### config.mk
export PLATFORM = sky130hd
export DESIGN_NAME = slew_limited_unicycle_pose_integrator_unit
export DESIGN_NICKNAME = d
export VERILOG_FILES = /design/src/hw/rtl/slpi_pkg.sv /design/src/hw/rtl/slpi_cordic.sv /design/src/hw/rtl/slew_limited_unicycle_pose_integrator_unit.sv
export SDC_FILE = /design/constraint.sdc
export NUM_CORES = 2
export LEC_CHECK = 0
export BUFFER_PORTS_ARGS = -buffer_cell sky130_fd_sc_hd__buf_2
export CORE_MARGIN = 3
export CORE_UTILIZATION = 60
export DETAILED_ROUTE_END_ITERATION = 12
export PLACE_DENSITY = 0.76
export SKIP_CTS_REPAIR_TIMING = 1
export SLEW_MARGIN = 20
export SYNTH_ARGS = -nofsm -noshare
export SYNTH_HDL_FRONTEND = slang
export SYNTH_SLANG_ARGS = --single-unit
### constraint.sdc
create_clock -name clock -period 24.1 [get_ports clock]
set_clock_uncertainty 0.2 [all_clocks]
set_input_delay 2.41 -clock clock [delete_from_list [all_inputs] [get_ports clock]]
set_output_delay 2.41 -clock clock [all_outputs]
set_load 0.05 [all_outputs]
### src/hw/rtl/slpi_pkg.sv
// Shared types, constants and helper functions of the pose integrator.
package slpi_pkg;

   // Operation codes of an input transfer
   localparam logic [1:0] OP_TICK    = 2'd0;
   localparam logic [1:0] OP_VERDICT = 2'd1;
   localparam logic [1:0] OP_SET     = 2'd2;
   localparam logic [1:0] OP_CLEAR   = 2'd3;

   // Register indexes of the write port
   localparam logic [1:0] CSR_STEP_TIME     = 2'd0;
   localparam logic [1:0] CSR_LINEAR_ACCEL  = 2'd1;
   localparam logic [1:0] CSR_ANGULAR_ACCEL = 2'd2;

   localparam logic [15:0] STEP_TIME_RESET     = 16'd655;
   localparam logic [15:0] LINEAR_ACCEL_RESET  = 16'd2560;
   localparam logic [15:0] ANGULAR_ACCEL_RESET = 16'd3840;

   // Angle constants with 30 fraction bits (Q4.30 where 35 bits wide)
   localparam int ATAN_ENTRIES = 24;
   localparam logic [46:0]        TWO_PI_W  = 47'd6746518852;
   localparam logic signed [34:0] TWO_PI_S  = 35'sd6746518852;
   localparam logic signed [34:0] PI_S      = 35'sd3373259426;
   localparam logic signed [34:0] HALF_PI_S = 35'sd1686629713;
   localparam logic signed [33:0] CORDIC_GAIN = 34'sd652032874;
   localparam logic [3:0]         REDUCE_TOP  = 4'd13;

   typedef enum logic [2:0] {
      CD_IDLE,
      CD_REDUCE,
      CD_ADJUST,
      CD_FOLD,
      CD_ROTATE,
      CD_DONE
   } cd_state_type;

   typedef enum logic [4:0] {
      ST_IDLE,
      ST_LACC,
      ST_LSLEW,
      ST_ASLEW,
      ST_HMUL,
      ST_HEAD,
      ST_CSTART,
      ST_CWAIT,
      ST_XH,
      ST_XL,
      ST_XS,
      ST_XA,
      ST_YH,
      ST_YL,
      ST_YS,
      ST_YA,
      ST_FINISH
   } main_state_type;

   typedef struct packed {
      logic               done;
      logic signed [33:0] cos_val;
      logic signed [33:0] sin_val;
   } cd_result_type;

   // Arctangent of 2^-i in Q2.30
   function automatic logic signed [33:0] atan_q30(input logic [4:0] idx);
      logic signed [33:0] r;
      case (idx)
         5'd0:    r = 34'sd843314857;
         5'd1:    r = 34'sd497837829;
         5'd2:    r = 34'sd263043837;
         5'd3:    r = 34'sd133525159;
         5'd4:    r = 34'sd67021687;
         5'd5:    r = 34'sd33543516;
         5'd6:    r = 34'sd16775851;
         5'd7:    r = 34'sd8388437;
         5'd8:    r = 34'sd4194283;
         5'd9:    r = 34'sd2097149;
         5'd10:   r = 34'sd1048576;
         5'd11:   r = 34'sd524288;
         5'd12:   r = 34'sd262144;
         5'd13:   r = 34'sd131072;
         5'd14:   r = 34'sd65536;
         5'd15:   r = 34'sd32768;
         5'd16:   r = 34'sd16384;
         5'd17:   r = 34'sd8192;
         5'd18:   r = 34'sd4096;
         5'd19:   r = 34'sd2048;
         5'd20:   r = 34'sd1024;
         5'd21:   r = 34'sd512;
         5'd22:   r = 34'sd256;
         5'd23:   r = 34'sd128;
         default: r = '0;
      endcase
      return r;
   endfunction

   // Clamp a 34-bit sum into 32 bits
   function automatic logic signed [31:0] sat32(input logic signed [33:0] v);
      logic signed [31:0] r;
      if (v > 34'sh0_7FFF_FFFF) begin
         r = 32'sh7FFF_FFFF;
      end else if (v < -34'sh0_8000_0000) begin
         r = 32'sh8000_0000;
      end else begin
         r = v[31:0];
      end
      return r;
   endfunction

endpackage

### src/hw/rtl/slpi_cordic.sv
// Angle reduction and iterative rotation-mode CORDIC giving cosine and sine.
module slpi_cordic
   import slpi_pkg::*;
#(
   parameter int CORDIC_STEPS = 16
) (
   input  logic                clock,
   input  logic                reset,
   input  logic                start,
   input  logic signed [31:0]  angle,
   output cd_result_type       result
);

   localparam int ITER = (CORDIC_STEPS < ATAN_ENTRIES) ? CORDIC_STEPS : ATAN_ENTRIES;
   localparam logic [4:0] ITER_LAST = 5'(ITER - 1);

   cd_state_type state_ff, state_in;

   logic [46:0]        rem_ff;
   logic               neg_ff;
   logic [3:0]         k_ff;
   logic signed [34:0] red_ff;
   logic               flip_ff;
   logic signed [33:0] x_ff, y_ff, z_ff;
   logic [4:0]         iter_ff;

   logic signed [46:0] z_wide;
   logic [46:0]        cmp_val;
   logic signed [34:0] adj_val;
   logic signed [34:0] adj_red;
   logic signed [33:0] xs, ys, at;

   assign z_wide  = {{1{angle[31]}}, angle, 14'b0};
   assign cmp_val = TWO_PI_W << k_ff;
   assign adj_val = (neg_ff && (rem_ff != '0)) ? (TWO_PI_S - $signed({1'b0, rem_ff[33:0]}))
                                               : $signed({1'b0, rem_ff[33:0]});
   assign adj_red = (adj_val > PI_S) ? (adj_val - TWO_PI_S) : adj_val;
   assign xs = x_ff >>> iter_ff;
   assign ys = y_ff >>> iter_ff;
   assign at = atan_q30(iter_ff);

   // Advance the sequencer
   always_ff @(posedge clock) begin
      if (reset) begin
         state_ff <= CD_IDLE;
      end else begin
         state_ff <= state_in;
      end
   end

   // Next state and result
   always_comb begin
      state_in       = state_ff;
      result.done    = 1'b0;
      result.cos_val = flip_ff ? -x_ff : x_ff;
      result.sin_val = flip_ff ? -y_ff : y_ff;
      case (state_ff)
         CD_IDLE:   if (start) state_in = CD_REDUCE;
         CD_REDUCE: if (k_ff == '0) state_in = CD_ADJUST;
         CD_ADJUST: state_in = CD_FOLD;
         CD_FOLD:   state_in = CD_ROTATE;
         CD_ROTATE: if (iter_ff == ITER_LAST) state_in = CD_DONE;
         CD_DONE: begin
            result.done = 1'b1;
            state_in    = CD_IDLE;
         end
         default:   state_in = CD_IDLE;
      endcase
   end

   // Datapath: one compare-subtract or one rotation per cycle
   always_ff @(posedge clock) begin
      case (state_ff)
         CD_IDLE: begin
            neg_ff <= angle[31];
            rem_ff <= angle[31] ? 47'(-z_wide) : 47'(z_wide);
            k_ff   <= REDUCE_TOP;
         end
         CD_REDUCE: begin
            if (rem_ff >= cmp_val) rem_ff <= rem_ff - cmp_val;
            k_ff <= k_ff - 4'd1;
         end
         CD_ADJUST: begin
            red_ff <= adj_red;
         end
         CD_FOLD: begin
            x_ff    <= CORDIC_GAIN;
            y_ff    <= '0;
            iter_ff <= '0;
            if (red_ff > HALF_PI_S) begin
               z_ff    <= 34'(red_ff - PI_S);
               flip_ff <= 1'b1;
            end else if (red_ff < -HALF_PI_S) begin
               z_ff    <= 34'(red_ff + PI_S);
               flip_ff <= 1'b1;
            end else begin
               z_ff    <= red_ff[33:0];
               flip_ff <= 1'b0;
            end
         end
         CD_ROTATE: begin
            if (!z_ff[33]) begin
               x_ff <= x_ff - ys;
               y_ff <= y_ff + xs;
               z_ff <= z_ff - at;
            end else begin
               x_ff <= x_ff + ys;
               y_ff <= y_ff - xs;
               z_ff <= z_ff + at;
            end
            iter_ff <= iter_ff + 5'd1;
         end
         default: ;
      endcase
   end

endmodule

### src/hw/rtl/slew_limited_unicycle_pose_integrator_unit.sv
// A tick's result is loaded after 14 reduction steps, CORDIC_STEPS rotations capped
// at 24, and the shared-multiplier sequence; verdict, set pose and clear skip these
// steps. A result is loaded once the output register is free. One item at a time: the
// next is taken the cycle after the result is loaded, and none is taken before. Reset is
// synchronous: pose, velocities, saved pose and pending clear, registers return to
// their defaults.
module slew_limited_unicycle_pose_integrator_unit
   import slpi_pkg::*;
#(
   parameter int CORDIC_STEPS = 16
) (
   input  logic                clock,
   input  logic                reset,
   input  logic                csr_write,
   input  logic [1:0]          csr_index,
   input  logic [15:0]         csr_wdata,
   input  logic                req_valid,
   output logic                req_stall,
   input  logic [1:0]          req_operation,
   input  logic signed [15:0]  req_target_linear,
   input  logic signed [15:0]  req_target_angular,
   input  logic                req_collided,
   input  logic signed [31:0]  req_new_x,
   input  logic signed [31:0]  req_new_y,
   input  logic signed [31:0]  req_new_heading,
   output logic                rsp_valid,
   input  logic                rsp_stall,
   output logic signed [31:0]  rsp_pose_x_out,
   output logic signed [31:0]  rsp_pose_y_out,
   output logic signed [31:0]  rsp_heading_out,
   output logic signed [15:0]  rsp_linear_vel_out,
   output logic signed [15:0]  rsp_angular_vel_out,
   output logic                rsp_pending_out,
   output logic                rsp_rolled_back
);

   main_state_type state_ff, state_in;

   logic [15:0] step_time_ff, lin_accel_ff, ang_accel_ff;
   logic signed [31:0] pos_x_ff, pos_y_ff, heading_ff;
   logic signed [31:0] saved_x_ff, saved_y_ff, saved_heading_ff;
   logic signed [15:0] lin_vel_ff, ang_vel_ff;
   logic               pending_ff, rolled_ff;
   logic signed [15:0] tgt_lin_ff, tgt_ang_ff;
   logic signed [32:0] d_ff;
   logic signed [33:0] cos_ff, sin_ff;
   logic signed [51:0] prod_ff;
   logic signed [67:0] acc_ff;
   logic               rsp_valid_ff;
   logic               out_load;
   logic               req_take;

   logic signed [33:0] mul_a;
   logic signed [17:0] mul_b;
   logic signed [51:0] mul_p;
   logic signed [33:0] heading_sum;
   logic signed [33:0] pos_sum;
   logic signed [31:0] pos_cur;
   logic               cd_start;
   cd_result_type      cd_res;

   // Move vel toward target by at most step, never past it
   function automatic logic signed [15:0] slew(input logic signed [15:0] vel,
                                               input logic signed [15:0] tgt,
                                               input logic [15:0] step);
      logic signed [17:0] up, dn, r;
      up = 18'(vel) + $signed({2'b0, step});
      dn = 18'(vel) - $signed({2'b0, step});
      if (vel < tgt) begin
         r = (up < 18'(tgt)) ? up : 18'(tgt);
      end else begin
         r = (dn > 18'(tgt)) ? dn : 18'(tgt);
      end
      return r[15:0];
   endfunction

   slpi_cordic #(.CORDIC_STEPS(CORDIC_STEPS)) u_cordic (
      .clock  (clock),
      .reset  (reset),
      .start  (cd_start),
      .angle  (heading_ff),
      .result (cd_res)
   );

   assign req_stall = (state_ff != ST_IDLE);
   assign req_take  = req_valid && !req_stall;
   assign out_load  = (state_ff == ST_FINISH) && (!rsp_valid_ff || !rsp_stall);
   assign cd_start  = (state_ff == ST_CSTART);

   // Select operands of the shared multiplier
   always_comb begin
      mul_a = 34'(signed'({1'b0, lin_accel_ff}));
      mul_b = $signed({2'b0, step_time_ff});
      case (state_ff)
         ST_LSLEW: mul_a = 34'(signed'({1'b0, ang_accel_ff}));
         ST_HMUL:  mul_a = 34'(ang_vel_ff);
         ST_HEAD:  mul_a = 34'(lin_vel_ff);
         ST_XH: begin
            mul_a = 34'(d_ff);
            mul_b = 18'($signed(cos_ff[33:17]));
         end
         ST_XL: begin
            mul_a = 34'(d_ff);
            mul_b = $signed({1'b0, cos_ff[16:0]});
         end
         ST_YH: begin
            mul_a = 34'(d_ff);
            mul_b = 18'($signed(sin_ff[33:17]));
         end
         ST_YL: begin
            mul_a = 34'(d_ff);
            mul_b = $signed({1'b0, sin_ff[16:0]});
         end
         default: ;
      endcase
   end

   assign mul_p       = mul_a * mul_b;
   assign heading_sum = 34'(heading_ff) + 34'($signed(prod_ff[32:8]));
   assign pos_cur     = (state_ff == ST_XA) ? pos_x_ff : pos_y_ff;
   assign pos_sum     = 34'(pos_cur) + 34'($signed(acc_ff[67:38]));

   // Advance the sequencer
   always_ff @(posedge clock) begin
      if (reset) begin
         state_ff <= ST_IDLE;
      end else begin
         state_ff <= state_in;
      end
   end

   // Next state
   always_comb begin
      state_in = state_ff;
      case (state_ff)
         ST_IDLE: begin
            if (req_take) state_in = (req_operation == OP_TICK) ? ST_LACC : ST_FINISH;
         end
         ST_LACC:   state_in = ST_LSLEW;
         ST_LSLEW:  state_in = ST_ASLEW;
         ST_ASLEW:  state_in = ST_HMUL;
         ST_HMUL:   state_in = ST_HEAD;
         ST_HEAD:   state_in = ST_CSTART;
         ST_CSTART: state_in = ST_CWAIT;
         ST_CWAIT:  if (cd_res.done) state_in = ST_XH;
         ST_XH:     state_in = ST_XL;
         ST_XL:     state_in = ST_XS;
         ST_XS:     state_in = ST_XA;
         ST_XA:     state_in = ST_YH;
         ST_YH:     state_in = ST_YL;
         ST_YL:     state_in = ST_YS;
         ST_YS:     state_in = ST_YA;
         ST_YA:     state_in = ST_FINISH;
         ST_FINISH: if (out_load) state_in = ST_IDLE;
         default:   state_in = ST_IDLE;
      endcase
   end

   // Configuration registers
   always_ff @(posedge clock) begin
      if (reset) begin
         step_time_ff <= STEP_TIME_RESET;
         lin_accel_ff <= LINEAR_ACCEL_RESET;
         ang_accel_ff <= ANGULAR_ACCEL_RESET;
      end else if (csr_write) begin
         case (csr_index)
            CSR_STEP_TIME:     step_time_ff <= csr_wdata;
            CSR_LINEAR_ACCEL:  lin_accel_ff <= csr_wdata;
            CSR_ANGULAR_ACCEL: ang_accel_ff <= csr_wdata;
            default: ;
         endcase
      end
   end

   // Pose, velocity and proposal state
   always_ff @(posedge clock) begin
      if (reset) begin
         pos_x_ff         <= '0;
         pos_y_ff         <= '0;
         heading_ff       <= '0;
         saved_x_ff       <= '0;
         saved_y_ff       <= '0;
         saved_heading_ff <= '0;
         lin_vel_ff       <= '0;
         ang_vel_ff       <= '0;
         pending_ff       <= 1'b0;
         rolled_ff        <= 1'b0;
      end else begin
         prod_ff <= mul_p;
         case (state_ff)
            ST_IDLE: begin
               if (req_take) begin
                  rolled_ff  <= 1'b0;
                  pending_ff <= 1'b0;
                  tgt_lin_ff <= req_target_linear;
                  tgt_ang_ff <= req_target_angular;
                  case (req_operation)
                     OP_TICK: begin
                        saved_x_ff       <= pos_x_ff;
                        saved_y_ff       <= pos_y_ff;
                        saved_heading_ff <= heading_ff;
                     end
                     OP_VERDICT: begin
                        // Roll back only a pending proposal that collided
                        if (pending_ff && req_collided) begin
                           pos_x_ff   <= saved_x_ff;
                           pos_y_ff   <= saved_y_ff;
                           heading_ff <= saved_heading_ff;
                           lin_vel_ff <= '0;
                           ang_vel_ff <= '0;
                           rolled_ff  <= 1'b1;
                        end
                     end
                     OP_SET: begin
                        pos_x_ff   <= req_new_x;
                        pos_y_ff   <= req_new_y;
                        heading_ff <= req_new_heading;
                     end
                     default: begin
                        pos_x_ff         <= '0;
                        pos_y_ff         <= '0;
                        heading_ff       <= '0;
                        saved_x_ff       <= '0;
                        saved_y_ff       <= '0;
                        saved_heading_ff <= '0;
                        lin_vel_ff       <= '0;
                        ang_vel_ff       <= '0;
                     end
                  endcase
               end
            end
            ST_LSLEW:  lin_vel_ff <= slew(lin_vel_ff, tgt_lin_ff, prod_ff[31:16]);
            ST_ASLEW:  ang_vel_ff <= slew(ang_vel_ff, tgt_ang_ff, prod_ff[31:16]);
            ST_HEAD:   heading_ff <= sat32(heading_sum);
            ST_CSTART: d_ff <= prod_ff[32:0];
            ST_CWAIT: begin
               cos_ff <= cd_res.cos_val;
               sin_ff <= cd_res.sin_val;
            end
            ST_XL, ST_YL: acc_ff <= 68'(prod_ff) <<< 17;
            ST_XS, ST_YS: acc_ff <= acc_ff + 68'(prod_ff);
            ST_XA:     pos_x_ff <= sat32(pos_sum);
            ST_YA: begin
               pos_y_ff   <= sat32(pos_sum);
               pending_ff <= 1'b1;
            end
            default: ;
         endcase
      end
   end

   // Output register: hold until the transfer completes
   always_ff @(posedge clock) begin
      if (reset) begin
         rsp_valid_ff <= 1'b0;
      end else if (out_load) begin
         rsp_valid_ff <= 1'b1;
      end else if (!rsp_stall) begin
         rsp_valid_ff <= 1'b0;
      end
   end

   always_ff @(posedge clock) begin
      if (out_load) begin
         rsp_pose_x_out      <= pos_x_ff;
         rsp_pose_y_out      <= pos_y_ff;
         rsp_heading_out     <= heading_ff;
         rsp_linear_vel_out  <= lin_vel_ff;
         rsp_angular_vel_out <= ang_vel_ff;
         rsp_pending_out     <= pending_ff;
         rsp_rolled_back     <= rolled_ff;
      end
   end

   assign rsp_valid = rsp_valid_ff;

   // A taken item blocks the input until its result is out
   a_busy_after_take: assert property (@(posedge clock) disable iff (reset)
      req_take |=> req_stall)
      else $error("input not stalled after a transfer");

   // A rollback never leaves a proposal pending
   a_rollback_clears: assert property (@(posedge clock) disable iff (reset)
      rsp_valid |-> !(rsp_rolled_back && rsp_pending_out))
      else $error("rolled back result still pending");

   // CORDIC results arrive only while the sequencer waits for them
   a_cordic_done: assert property (@(posedge clock) disable iff (reset)
      cd_res.done |-> (state_ff == ST_CWAIT))
      else $error("CORDIC finished outside wait state");

endmodule
==> metrics.md <==
| Metric | Value |
|---|---|
| WP data arrival | roughly 11 ns |
| Worst slew margin | around 15% |
| Hold Vio Cnt, Final | 0 |
| Worst setup path class | flop to flop |
| Fin Setup TNS | 0 ns |
| Final GP Congestion | slightly below 1 |
| DRC violations left | 0 |
| Root Buffer | clkbuf_16 |
| Clock slew at reported path FFs | roughly 0.060 ns |
| Die area | 0.147 mm2 |
| Core Region | between 0.1 and 0.15 mm2 |
| Final core occ | 65.0% |
| Die H | ~380 um |
| Post-synthesis cell count | around 10,000 |
| Flops & latches, synth | 887 |
| Overall Global Routing Usage | between 30 and 40% |
| Largest net degree at the start of global routing | around 100 |
| Via count | roughly 76,000 |
| Share of post-route cells with drive strength above 1 | under 10% |
| Synth Cell Area | 0.0857 mm2 |
| Synthesis Warnings | 0 |
| Synth Flop Type | edfxtp_1 |
| Outcome | complete, no violations |
| First-pass GRT wire length | about 420 mm |
| Net Count, Synth | around 11,000 |
| Power per cell area | roughly 56 mW/mm2 |
| Clock Path Buffers | 3 |
| # setup viols final | 0 |
| CP required | approximately 24 ns |
| LEAKAGE | between 30 and 40 nW |
| Global route total overflow | 0 |
| Asr flop ratio synth | 0% |
| Inserted Clock Buffers | between 100 and 150 |
| Avg Cell Area, Syn | between 8 and 9 um2 |
| Initial Utilization | between 60% and 70% |
| Area share of the largest cell type after synthesis | 20.1% |
| IO Count | 286 |
| CP Max Fanout | 29 |
| CP max stage cell | a221o_1 |
| Post-DRT Antenna Nets | 0 |
| Crit. End Element | flop |
| Max Cap Viol | 0 |
| Max-slew violation count | 0 |
| H-Tree Level Count | 3 |
| Crit path top cell by count | fa_1 |
| Sequential area share after synthesis | between 20% and 30% |
| Fin nets | between 10,000 and 15,000 |
| TritonRoute pass-1 iters | 7 |
| WL per Instance | approximately 23 um |
| Largest cells by area after synthesis | edfxtp_1 (20%), fa_1 (14%), ha_1 (8.7%), dfxtp_1 (7.3%), nand2_1 (5.2%) |
| RSZ-0062 raised after global routing | no |
| CTS tree | done |
| Fill count | about 12,000 |
| Least-Margin Pin Slew | approximately 1.3 ns |
| Die X | 384 um |
| Area leader, netlist | edfxtp_1 |
| Initial drt markers | 8,509 |
| VDD IR max | about 0.062 mV |
| Hpwl dp | a little over 200 mm |
| Fmax | 92.9 MHz |
| Initial antenna violation count | 21 |
| Routed WL | between 200 and 300 mm |
| Vias in the first global route | 74,000 |
| Final Critical Period | between 10 and 15 ns |
| Worst setup SP type | flop |
| Clock Sinks | 887 |
| Cell variety after synth | 110 |
| Skew-Pair Late Insertion Delay | ~0.81 ns |
| Post-synth EDFFs | roughly 570 |
| Hold Crit Class | flop to flop |
| Period utilization | between 40% and 50% |
| Site Rows | between 100 and 150 |
| Area Growth Syn to Fin | 7.59% |
| # port buffers | 285 |
| Vias/cell | 6.44 |
| Peak per-stage delay on the critical path | 0.93 ns |
==> final cells by class <==
cell class	instances	area (um2)	area share [%]
Inverter	908	3410	3.70
Multi-Input combinational cell	7449	56900	61.7
Clock inverter	59	827	0.897
Sequential cell	887	23500	25.5
Antenna cell	13	32.5	0.0353
Tap cell	1890	2360	2.57
Timing Repair Buffer	404	2330	2.53
Clock buffer	133	2840	3.08
==> critical path, delay by kind of cell, from the launching register on <==
family	cells	cell delay [ns]
compound gates	9	3.27
flops	1	0.44
xor+xnor	1	0.15
simple gates	9	3.14
buf+inv	3	0.15
fa+ha+maj	7	3.18
==> flip-flops by register name, summed over array words and instances, names as in the netlist, 30 cells and up <==
signal	cells
heading_ff	32
u_cordic.at	30
u_cordic.x_ff	34
acc_ff	68
u_cordic.z_ff	34
prod_ff	52
u_cordic.rem_ff	45
d_ff	33
u_cordic.red_ff	33
saved_x_ff	32
sin_ff	34
rsp_heading_out	32
pos_x_ff	32
u_cordic.y_ff	34
saved_y_ff	32
pos_y_ff	32
rsp_pose_y_out	32
cos_ff	34
saved_heading_ff	32
rsp_pose_x_out	32
==> per-layer routing <==
metal	share of wire, %	routed length, um	global-route usage (%)
met1	38	105000	47.9
met2	45	123000	57.2
met3	11	31400	8.34
met4	5.9	16400	19.0
met5	0.013	35	0
==> worst paths after layout <==
path / from / end / slack [ns] / depth (start not counted)
setup / recovery: state_ff[3]$_SDFFE_PP0P_ / prod_ff[50]$_DFFE_PN_ / 13.34 / 29
hold / removal: rolled_ff$_SDFFE_PP0P_ / rsp_rolled_back$_DFFE_PP_ / 0.24 / 0
setup reg to reg: state_ff[3]$_SDFFE_PP0P_ / prod_ff[50]$_DFFE_PN_ / 13.34 / 29
hold reg to reg: rolled_ff$_SDFFE_PP0P_ / rsp_rolled_back$_DFFE_PP_ / 0.24 / 0
==> where the power goes <==
| group | internal (mW) | switching [mW] | leakage (nW) |
|---|---|---|---|
| Combinational | 0.578 | 1.06 | 29.2 |
| Clock | 0.974 | 0.712 | 1.76 |
| Sequential | 1.73 | 0.116 | 7.99 |
==> cells in the mapped netlist, types with 67 or more instances <==
| library cell | n |
|---|---|
| o21ai_0 | 540 |
| a21o_1 | 200 |
| o31ai_1 | 86 |
| xnor2_1 | 395 |
| ha_1 | 595 |
| nand2_1 | 1198 |
| nor2b_1 | 73 |
| o21a_1 | 98 |
| mux4_2 | 89 |
| xor2_1 | 212 |
| dfxtp_1 | 313 |
| fa_1 | 584 |
| inv_1 | 904 |
| nand3_1 | 249 |
| a22oi_1 | 91 |
| a31oi_1 | 79 |
| a21oi_1 | 812 |
| or3_1 | 67 |
| nor2_1 | 825 |
| edfxtp_1 | 574 |
| nor3_1 | 133 |
| clkbuf_1 | 436 |
| nand2b_1 | 106 |
==> cell usage in the layout, fill, tap and decap left out, types with 35 or more instances in the layout <==
cell       instances
a211oi_1          51
a21o_1           200
a21oi_1          808
a22o_1            37
a22oi_1           90
a31oi_1           78
and2_1            56
and3_1            54
buf_2            284
buf_4            118
clkbuf_16        105
dfxtp_1          313
edfxtp_1         574
fa_1             584
ha_1             592
inv_1            902
mux2_2            51
mux2i_1           55
mux4_2            89
nand2_1         1197
nand2b_1         106
nand3_1          249
nand4_1           64
nor2_1           821
nor2b_1           72
nor3_1           126
o211ai_1          48
o21a_1            98
o21ai_0          540
o21bai_1          54
o22ai_1           35
o31ai_1           86
or3_1             67
xnor2_1          395
xor2_1           212
==> cell families after synthesis <==
logic type      Yosys count  share of synthesized area [%]
simple gates           2983                           15.6
compound gates         2481                           18.2
buf+inv                1438                           6.49
fa+ha+maj              1183                           22.4
flops                   887                           27.4
xor+xnor                607                           6.20
mux                     195                           3.65
==> per-stage QoR <==
step,std cells,setup WS (ns),total power [mW],hold slack (ns),cell area [um2]
5_1_grt,11700,12.87,5.41,0.256,92200
3_3_place_gp,11500,13.69,3.43,0.216,88500
2_1_floorplan,9774,14.55,2.98,0.209,85700
4_1_cts,11700,13.47,5.15,0.235,92100
6_report,11700,13.34,5.18,0.239,92200
3_5_place_dp,11500,13.43,3.47,0.220,88500
Power figures use the tool's default switching activity.
